`src/hpm_pkg.sv`:
```
// Package for the hotkey press matcher: codes, defaults and match helpers
`default_nettype none

package hpm_pkg;

    // Parameter defaults
    localparam int KEY_COUNT_DEF    = 256;
    localparam int MAX_BINDINGS_DEF = 4;

    // Number of binding registers on the configuration port
    localparam int BIND_REGS = 4;

    // Field widths
    localparam int KIND_W  = 2;
    localparam int CODE_W  = 8;
    localparam int MODS_W  = 4;
    localparam int ID_W    = 4;
    localparam int WORD_W  = 16;
    localparam int COUNT_W = 3;
    localparam int CIDX_W  = 3;

    // Item kinds
    localparam logic [KIND_W-1:0] KIND_EVENT     = 2'd0;
    localparam logic [KIND_W-1:0] KIND_CLEAR_KEY = 2'd1;
    localparam logic [KIND_W-1:0] KIND_CLEAR_ALL = 2'd2;

    // Configuration register indexes
    localparam logic [CIDX_W-1:0] CFG_BINDING_COUNT = 3'd0;
    localparam logic [CIDX_W-1:0] CFG_BINDING_0     = 3'd1;

    // Modifier key codes
    localparam logic [CODE_W-1:0] KC_SHIFT  = 8'h10;
    localparam logic [CODE_W-1:0] KC_CTRL   = 8'h11;
    localparam logic [CODE_W-1:0] KC_ALT    = 8'h12;
    localparam logic [CODE_W-1:0] KC_LWIN   = 8'h5B;
    localparam logic [CODE_W-1:0] KC_RWIN   = 8'h5C;
    localparam logic [CODE_W-1:0] KC_LSHIFT = 8'hA0;
    localparam logic [CODE_W-1:0] KC_RALT   = 8'hA5;

    // Decoded binding word
    typedef struct packed {
        logic [ID_W-1:0]   id;
        logic [MODS_W-1:0] mods;    // win, alt, shift, ctrl
        logic [CODE_W-1:0] key;
    } binding_t;

    // True for the modifier keys, whose events are ignored
    function automatic logic is_modifier(input logic [CODE_W-1:0] k);
        return (k == KC_SHIFT) || (k == KC_CTRL) || (k == KC_ALT) ||
               (k == KC_LWIN) || (k == KC_RWIN) ||
               ((k >= KC_LSHIFT) && (k <= KC_RALT));
    endfunction

    // A binding hits on an exact key and modifier set; id or key zero never hits
    function automatic logic binding_hit(input binding_t b,
                                         input logic [CODE_W-1:0] k,
                                         input logic [MODS_W-1:0] m);
        return (b.id != '0) && (b.key != '0) && (b.key == k) && (b.mods == m);
    endfunction

endpackage

`default_nettype wire

```
`src/hotkey_press_matcher_top.sv`:
```
// Hotkey press matcher: key tracking memory and binding search
//
//  channel | signals                                   | dir | handshake
//  --------+-------------------------------------------+-----+-----------------
//  in      | kind key_code key_up ctrl/shift/alt/win   | in  | in_valid/in_ready
//  out     | hotkey_id swallow                         | out | out_valid/out_ready
//  cfg     | cfg_index cfg_wdata                       | in  | cfg_we, no wait
//
// One item per cycle sustained while out_ready is high; an accepted item waits in
// the input register, then loads the result register, which drives out_valid.
// Key state is read from the key memory at acceptance and written back as the
// item moves on; per-key valid flags make keys untouched since reset or clear all read zero.
// rst_n clears the key valid flags, the bindings and the item valid flags at once.
// A stalled result holds; the input register still takes one more item.
`default_nettype none

module hotkey_press_matcher_top #(
    parameter int KEY_COUNT    = hpm_pkg::KEY_COUNT_DEF,
    parameter int MAX_BINDINGS = hpm_pkg::MAX_BINDINGS_DEF
) (
    input  wire logic                       clk,
    input  wire logic                       rst_n,
    // input item channel
    input  wire logic                       in_valid,
    output logic                            in_ready,
    input  wire logic [hpm_pkg::KIND_W-1:0] kind,
    input  wire logic [hpm_pkg::CODE_W-1:0] key_code,
    input  wire logic                       key_up,
    input  wire logic                       ctrl_held,
    input  wire logic                       shift_held,
    input  wire logic                       alt_held,
    input  wire logic                       win_held,
    // result channel
    output logic                            out_valid,
    input  wire logic                       out_ready,
    output logic [hpm_pkg::ID_W-1:0]        hotkey_id,
    output logic                            swallow,
    // configuration write port
    input  wire logic                       cfg_we,
    input  wire logic [hpm_pkg::CIDX_W-1:0] cfg_index,
    input  wire logic [hpm_pkg::WORD_W-1:0] cfg_wdata
);

    localparam int KEY_W    = $clog2(KEY_COUNT);
    localparam int BIND_USE = (MAX_BINDINGS < hpm_pkg::BIND_REGS) ?
                              MAX_BINDINGS : hpm_pkg::BIND_REGS;

    // Per-key tracking entry
    typedef struct packed {
        logic pressed;
        logic swallowed;
    } key_state_t;

    // Configuration registers
    logic [hpm_pkg::COUNT_W-1:0] binding_count_reg;
    hpm_pkg::binding_t           binding_reg [BIND_USE];

    // Input register
    logic                        s1_valid_reg;
    logic [hpm_pkg::KIND_W-1:0]  kind_reg;
    logic [hpm_pkg::CODE_W-1:0]  key_reg;
    logic                        key_up_reg;
    logic [hpm_pkg::MODS_W-1:0]  mods_reg;
    key_state_t                  key_rd_reg;

    // Result register
    logic                        out_valid_reg;
    logic [hpm_pkg::ID_W-1:0]    hotkey_id_reg;
    logic                        swallow_reg;

    // Key tracking memory and its valid flags
    key_state_t                  key_mem [KEY_COUNT];
    logic [KEY_COUNT-1:0]        key_valid_reg;

    logic                        advance;
    logic                        take;
    logic [KEY_W-1:0]            in_idx;
    logic [KEY_W-1:0]            idx;
    logic                        tracked;
    logic                        was_pressed;
    logic                        was_swallowed;
    logic                        hit_any;
    logic [hpm_pkg::ID_W-1:0]    hit_id;
    logic [hpm_pkg::ID_W-1:0]    id_next;
    logic                        sw_next;
    logic                        key_we;
    key_state_t                  key_wdata;
    logic                        clear_all;

    // Flow control: the item in the input register moves on when the result
    // register is free or being emptied
    assign advance   = s1_valid_reg && (!out_valid_reg || out_ready);
    assign in_ready  = !s1_valid_reg || advance;
    assign take      = in_valid && in_ready;
    assign out_valid = out_valid_reg;
    assign hotkey_id = hotkey_id_reg;
    assign swallow   = swallow_reg;

    // Configuration writes
    always_ff @(posedge clk or negedge rst_n)
    begin
        if (!rst_n)
        begin
            binding_count_reg <= '0;
            for (int i = 0; i < BIND_USE; i++)
            begin
                binding_reg[i] <= '0;
            end
        end
        else if (cfg_we)
        begin
            if (cfg_index == hpm_pkg::CFG_BINDING_COUNT)
            begin
                binding_count_reg <= cfg_wdata[hpm_pkg::COUNT_W-1:0];
            end
            for (int i = 0; i < BIND_USE; i++)
            begin
                if (cfg_index == hpm_pkg::CFG_BINDING_0 + hpm_pkg::CIDX_W'(i))
                begin
                    binding_reg[i] <= cfg_wdata;
                end
            end
        end
    end

    // Input register: valid flag
    always_ff @(posedge clk or negedge rst_n)
    begin
        if (!rst_n)
        begin
            s1_valid_reg <= 1'b0;
        end
        else if (in_ready)
        begin
            s1_valid_reg <= in_valid;
        end
    end

    // Input register: payload and key memory read; a write to the same key at
    // this edge is passed straight across
    assign in_idx = key_code[KEY_W-1:0];

    always_ff @(posedge clk)
    begin
        if (take)
        begin
            kind_reg   <= kind;
            key_reg    <= key_code;
            key_up_reg <= key_up;
            mods_reg   <= {win_held, alt_held, shift_held, ctrl_held};
            if (advance && key_we && (in_idx == idx))
            begin
                key_rd_reg <= key_wdata;
            end
            else
            begin
                key_rd_reg <= key_mem[in_idx];
            end
        end
    end

    // Key memory write as the held item moves on
    always_ff @(posedge clk)
    begin
        if (advance && key_we)
        begin
            key_mem[idx] <= key_wdata;
        end
    end

    // Key valid flags: set on write, all dropped by clear all
    always_ff @(posedge clk or negedge rst_n)
    begin
        if (!rst_n)
        begin
            key_valid_reg <= '0;
        end
        else if (advance)
        begin
            if (clear_all)
            begin
                key_valid_reg <= '0;
            end
            else if (key_we)
            begin
                key_valid_reg[idx] <= 1'b1;
            end
        end
    end

    // Key state lookup for the held item
    assign idx           = key_reg[KEY_W-1:0];
    assign tracked       = ({1'b0, key_reg} < (hpm_pkg::CODE_W + 1)'(KEY_COUNT));
    assign was_pressed   = tracked && key_valid_reg[idx] && key_rd_reg.pressed;
    assign was_swallowed = tracked && key_valid_reg[idx] && key_rd_reg.swallowed;

    // Binding search, first hit in order wins
    always_comb
    begin
        hit_any = 1'b0;
        hit_id  = '0;
        for (int i = BIND_USE - 1; i >= 0; i--)
        begin
            if ((hpm_pkg::COUNT_W'(i) < binding_count_reg) &&
                hpm_pkg::binding_hit(binding_reg[i], key_reg, mods_reg))
            begin
                hit_any = 1'b1;
                hit_id  = binding_reg[i].id;
            end
        end
    end

    // Item decode: result and key state update
    always_comb
    begin
        key_we    = 1'b0;
        key_wdata = '0;
        clear_all = 1'b0;
        id_next   = '0;
        sw_next   = 1'b0;
        case (kind_reg)
            hpm_pkg::KIND_CLEAR_KEY:
            begin
                if (tracked)
                begin
                    key_we            = 1'b1;
                    key_wdata.pressed = was_pressed;
                end
            end
            hpm_pkg::KIND_CLEAR_ALL:
            begin
                clear_all = 1'b1;
            end
            hpm_pkg::KIND_EVENT:
            begin
                if (tracked && !hpm_pkg::is_modifier(key_reg))
                begin
                    key_we = 1'b1;
                    if (key_up_reg)
                    begin
                        // release: report and drop any swallow mark
                        sw_next = was_swallowed;
                    end
                    else if (was_pressed)
                    begin
                        // auto-repeat keeps the stored decision
                        key_wdata.pressed   = 1'b1;
                        key_wdata.swallowed = was_swallowed;
                        sw_next             = was_swallowed;
                    end
                    else
                    begin
                        key_wdata.pressed   = 1'b1;
                        key_wdata.swallowed = was_swallowed || hit_any;
                        if (hit_any)
                        begin
                            id_next = hit_id;
                            sw_next = 1'b1;
                        end
                    end
                end
            end
            default:
            begin
            end
        endcase
    end

    // Result valid
    always_ff @(posedge clk or negedge rst_n)
    begin
        if (!rst_n)
        begin
            out_valid_reg <= 1'b0;
        end
        else
        begin
            if (advance)
            begin
                out_valid_reg <= 1'b1;
            end
            else if (out_ready)
            begin
                out_valid_reg <= 1'b0;
            end
        end
    end

    // Result payload
    always_ff @(posedge clk)
    begin
        if (advance)
        begin
            hotkey_id_reg <= id_next;
            swallow_reg   <= sw_next;
        end
    end

endmodule

`default_nettype wire

```
`config.mk`:
```
export PLATFORM = sky130hd
export DESIGN_NAME = hotkey_press_matcher_top
export DESIGN_NICKNAME = d
export VERILOG_FILES = /design/src/hpm_pkg.sv /design/src/hotkey_press_matcher_top.sv
export SDC_FILE = /design/constraint.sdc
export NUM_CORES = 1
export LEC_CHECK = 0
export BUFFER_PORTS_ARGS = -buffer_cell sky130_fd_sc_hd__buf_2
export CORE_MARGIN = 2
export CORE_UTILIZATION = 55
export DETAILED_ROUTE_END_ITERATION = 8
export PLACE_DENSITY_LB_ADDON = 0.3
export SLEW_MARGIN = 25
export SYNTH_ARGS = -nofsm -noshare
export SYNTH_HDL_FRONTEND = slang
export SYNTH_SLANG_ARGS = --single-unit
```
`constraint.sdc`:
```
create_clock -name clk -period 14.6 [get_ports clk]
set_input_delay 0.73 -clock clk [delete_from_list [all_inputs] [get_ports clk]]
set_output_delay 0.73 -clock clk [all_outputs]
set_load 0.03 [all_outputs]
```
# Word-level counts from Yosys, hierarchy flattened
# Memories as Yosys holds them, arrays and structs flattened. A register that Yosys moved wholly into a read port is not among the register bits.
# Cells that the tools add are included.
[totals] reg_bits=345 ram_bits=512 out_inout_bits=7 wordCells=135 mem_count=1
[classes] n_lt_le_gt_ge=8 n_eq_ne=19 muxes=29 n_bitwise=3 reduce_logical=53
[mem_list] name="key_mem" words=256 word_bits=2 read_ports=1 rd_clocked_by_memory_dff=1 write_ports=1 line_no="hotkey_press_matcher_top.sv:72" source="key_state_t key_mem [KEY_COUNT];"
[op_table] operator="2-to-1 mux 256 bit" n=2
[op_table] operator="OR 256 bit" n=1
[op_table] operator="== test 8 bit" n=4
[op_table] operator="nonzero test 8 bit" n=4
[op_table] operator="== test 8 x 5 -> 1 bit (second input constant)" n=3
[op_table] operator="logical AND 1 bit" n=23
[op_table] operator="2-to-1 mux 1 bit" n=17
[op_table] operator="== test 4 bit" n=4
[op_table] operator="== test 8 x 7 -> 1 bit (second input constant)" n=2
[op_table] operator="2-to-1 mux 4 bit" n=4
[op_table] operator="nonzero test 4 bit" n=4
[op_table] operator="AND reduction 2 bit" n=6
[op_table] operator="less-than comparator 8 x 9 -> 1 bit (second input constant)" n=1
[op_table] operator="binary-select mux 1 bit (select 8 bit)" n=1
[op_table] operator="demux 1 bit (select 8 bit)" n=1
[op_table] operator="greater-or-equal comparator 8 x 1 -> 1 bit (second input constant)" n=1
[op_table] operator="greater-or-equal comparator 8 bit (second input constant)" n=1
[op_table] operator="less-or-equal comparator 8 bit (second input constant)" n=1
[op_table] operator="logical OR 1 bit" n=8
[op_table] operator="== test 3 x 2 -> 1 bit (second input constant)" n=2
[op_table] operator="less-than comparator 1 x 3 -> 1 bit (first input constant)" n=2
[op_table] operator="less-than comparator 2 x 3 -> 1 bit (first input constant)" n=2
[op_table] operator="OR reduction 5 bit" n=1
[op_table] operator="2-to-1 mux 2 bit" n=2
[op_table] operator="other kinds (11)" n=15

# Longest topological paths before layout
[depth] word_depth=14 ltp_mapped=13

# Worst setup path after synthesis
# No wires, ideal clock.
[synth_path] kind="register to register" start="reg key_reg, in the netlist idx[0]" end="mem key_mem[0][1] (netlist name), data pin" t_arrival_ns=12.546 slack_ns=-0.193 stages_incl_launch_ff=12 n_path_buf=4 synth_period_minus_slack_ns=14.793 cell_sequence="edfxtp_1 > buf_6 > buf_6 > buf_6 > buf_8 > mux2i_1 > a22oi_1 > nand3_1 > and3_1 > o311ai_0 > o211ai_1 > o31ai_1"
[synth_lines] item="start, declared" line_no="hotkey_press_matcher_top.sv:61" source="logic [hpm_pkg::CODE_W-1:0] key_reg;"
[synth_lines] item="start signal, assigned" line_no="hotkey_press_matcher_top.sv:148" source="key_reg <= key_code;"
[synth_lines] item="end, declared" line_no="hotkey_press_matcher_top.sv:72"

==> run_results.csv <==
group,metric,value,unit
floorplan,die_y,259,um
logic_synthesis,syn_area_per_cell,16.2,um^2
cts,cts_tree,"done",
logic_synthesis,netlist_instances,2204,
cts,clockBufferDepth,3,
finish,nFillCells,4648,
cts,cts_setup_buffers,0,
timing,period_share,45.2,%
finish,synthToLayoutAreaGrowth,10.9,%
floorplan,core_area,0.0645,mm^2
cts,clkTransAtPathRegs,0.06,ns
cts,cts_inserted_buffers,86,
critical_path,cp-start-kind,"flop",
timing,min_period,6.60,ns
timing,finalMaxSlewViolations,0,
critical_path,critPathMaxFanout,154,
cts,htree_levels,3,
timing,slew_headroom,25.4,%
detailed_routing,drtPass1Iterations,5,
logic_synthesis,synth_ff_type,"edfxtp_1",
critical_path,end_kind,"flop",
detailed_routing,post_drt_wl_per_cell,29.9,um
pwr,leakagePower,14.6,nW
timing,worstMarginPinSlew,1.12,ns
logic_synthesis,yosys_warnings,0,
global_route,grt-ovfl-total,0,
placed_design,dp_hpwl,58800,um
detailed_routing,drt-initial-drc-count,2420,
critical_path,worstSetupPathType,"flop to flop",
floorplan,initial_utilization,55.6,%
timing,skew,0.0354,ns
floorplan,die_x,259,um
floorplan,placementRows,93,
global_route,grt_max_degree,155,
timing,setup_viol,0,
logic_synthesis,yosys.area_share.simple,5.51,%
floorplan,ios,46,
timing,clock.fmax,152,MHz
finish,seqCellArea,0.0242,mm^2
finish,multi_input_area,0.0110,mm^2
floorplan,die_area,0.0672,mm^2
logic_synthesis,ys_ff_latch,859,
detailed_routing,via_per_inst,6.64,
finish,layout.nets,2277,
global_route,antenna_found_initial,3,
logic_synthesis,synth_cell_type_count,56,
pwr,p_total,5.23,mW
detailed_routing,drc_errors,0,
detailed_routing,routed_wl,94800,um
finish,largest_register_ff_count,512,
logic_synthesis,synth_mux_area_share,15.9,%
cts,cts_root_buf,"clkbuf_16",
logic_synthesis,synthAdderAreaFrac,0,%
detailed_routing,vias,21000,
pwr,ir_drop,0.121,mV
detailed_routing,ant_nets,0,
run,maxCapViolCount,0,
logic_synthesis,yosys.area_share.xor_xnor,1.27,%
finish,final_cell_mix,"edfxtp_1 (534), dfrtp_1 (325), nor2_1 (268)",
timing,grt_setup_unrepaired,"false",
timing,worst_slack,8.00,ns
placed_design,dpl_worst_slack,7.93,ns
cts,clk-insertion-delay-late,0.65,ns
finish,fin_area,0.0397,mm^2
placed_design,place_congestion,0.930,
critical_path,critPathArrivalTime,6.88,ns
logic_synthesis,synth_enable_flop_cells,534,
pwr,powerDensity,132,mW/mm^2
global_route,grt_pass1_wl,142000,um
timing,fin_setup_tns,0,ns
finish,layout_commonest_cell,"edfxtp_1",
logic_synthesis,synth_top_family_by_area,"multiplexers",
hold_path,hold_path.class,"input pin to flop",
finish,drive_gt1_share,21.7,%
cts,cts_sinks,859,
timing,hold_violations,0,
critical_path,cp.required,14.89,ns
global_route,track_usage,29.0,%
logic_synthesis,synth.cell_area,0.0358,mm^2
placed_design,placed_cell_area,0.0369,mm^2
logic_synthesis,synthesis.nets,2243,
placed_design,portBuffers,45,
status,status,"completed",
logic_synthesis,synth_compound_area_share,7.87,%
logic_synthesis,async_reset_ff_share,37.8,%
logic_synthesis,yosysSeqAreaShare,67.5,%
global_route,first_global_vias,21900,
[routing by layer]
layer / part of all wire [%] / GRT usage (%) / vias up
li1: - / - / 8570
met1: 38 / 39.5 / 11000
met4: 5.2 / 13.8 / 4
met3: 9.8 / 6.46 / 289
met5: 0.027 / 0 / -
met2: 47 / 45.0 / 1158
[kinds of logic (layout without fill, tap and decap cells)]
| logic type | after synthesis | in the layout |
|---|---|---|
| other cells | 0 | 1 |
| compound gates | 381 | 381 |
| buf+inv | 156 | 261 |
| simple gates | 446 | 446 |
| mux | 310 | 310 |
| xor+xnor | 52 | 52 |
| flops | 859 | 859 |
[synthesized netlist by cell type, types with 4 or more instances]
master      n  area [um^2]
edfxtp_1  534        16000
dfrtp_1   325         8130
nor2_1    269         1010
o21a_1    256         1920
mux4_2    197         4440
clkbuf_1   80          300
mux2_2     74          833
nand2_1    48          180
xor2_1     39          342
mux2i_1    37          370
buf_2      35          175
a22oi_1    33          248
nor3_1     30          150
a21oi_1    27          135
nand3_1    19         95.1
nor4_1     19          119
nor2b_1    16          100
buf_1      15         56.3
inv_1      13         48.8
xnor2_1    13          114
a22o_1     12          105
nand2b_1   12         75.1
nand4_1     9         56.3
a221oi_1    8         70.1
o22ai_1     8         50.1
o21ai_0     7         35.0
a31oi_1     6         37.5
and2_1      6         37.5
buf_6       6         67.6
buf_4       5         37.5
nand3_2     4         40.0
o31ai_1     4         30.0
[metrics by stage]
stage | utilization, % | instances | hold WS (ns)
5_1_grt | 61.6 | 3164 | 0.248
3_3_place_gp | 57.2 | 3002 | 0.465
4_1_cts | 61.5 | 3161 | 0.195
3_5_place_dp | 57.2 | 3002 | 0.474
6_report | 61.6 | 3165 | 0.265
2_1_floorplan | - | 2204 | 0.434
[power breakdown]
part	switching [mW]	internal (mW)	leakage (nW)
logic	0.218	0.134	3.76
clock network	0.921	1.28	1.37
registers	0.0439	2.64	9.44
[final cells by class]
type | instances | share of cell area, %
well taps | 855 | 2.69
multi-input cells | 1189 | 27.7
repair buffers | 88 | 1.56
flip-flops and latches | 859 | 60.8
diodes | 1 | 0.00630
clock inverters | 26 | 0.709
inverters | 14 | 0.151
clock buffers | 133 | 6.34
[critical path, cell delays in order (launching register included)]
cell       delay, ns
edfxtp_1        0.57
buf_4           0.71
buf_4           0.83
mux4_2          0.60
mux4_2          0.49
a2bb2oi_1       0.27
and3_1          0.20
o311ai_0        0.22
o211ai_1        0.33
a21oi_1         0.25
inv_8           0.63
buf_4           0.92
[repair_timing]
item | CTS | global route
hold endpoints to repair | 0 | 27
hold buffers | 0 | 1
resized for setup | 0 | 0
[worst paths after layout]
path	startpoint	to	slack [ns]	cells after the start
max	idx[0]	key_mem[33][0]	8.00	11
min	kind[0]	kind_reg[0]	0.26	1
max reg2reg	idx[0]	key_mem[33][0]	8.00	11
min reg2reg	key_valid_reg[184]	key_valid_reg[184]	0.48	1
max in group asynchronous	rst_n	key_valid_reg[232]	12.53	4
min in group asynchronous	rst_n	binding_reg[42]	0.54	2
Note: power is estimated with default switching activity, not from simulation.
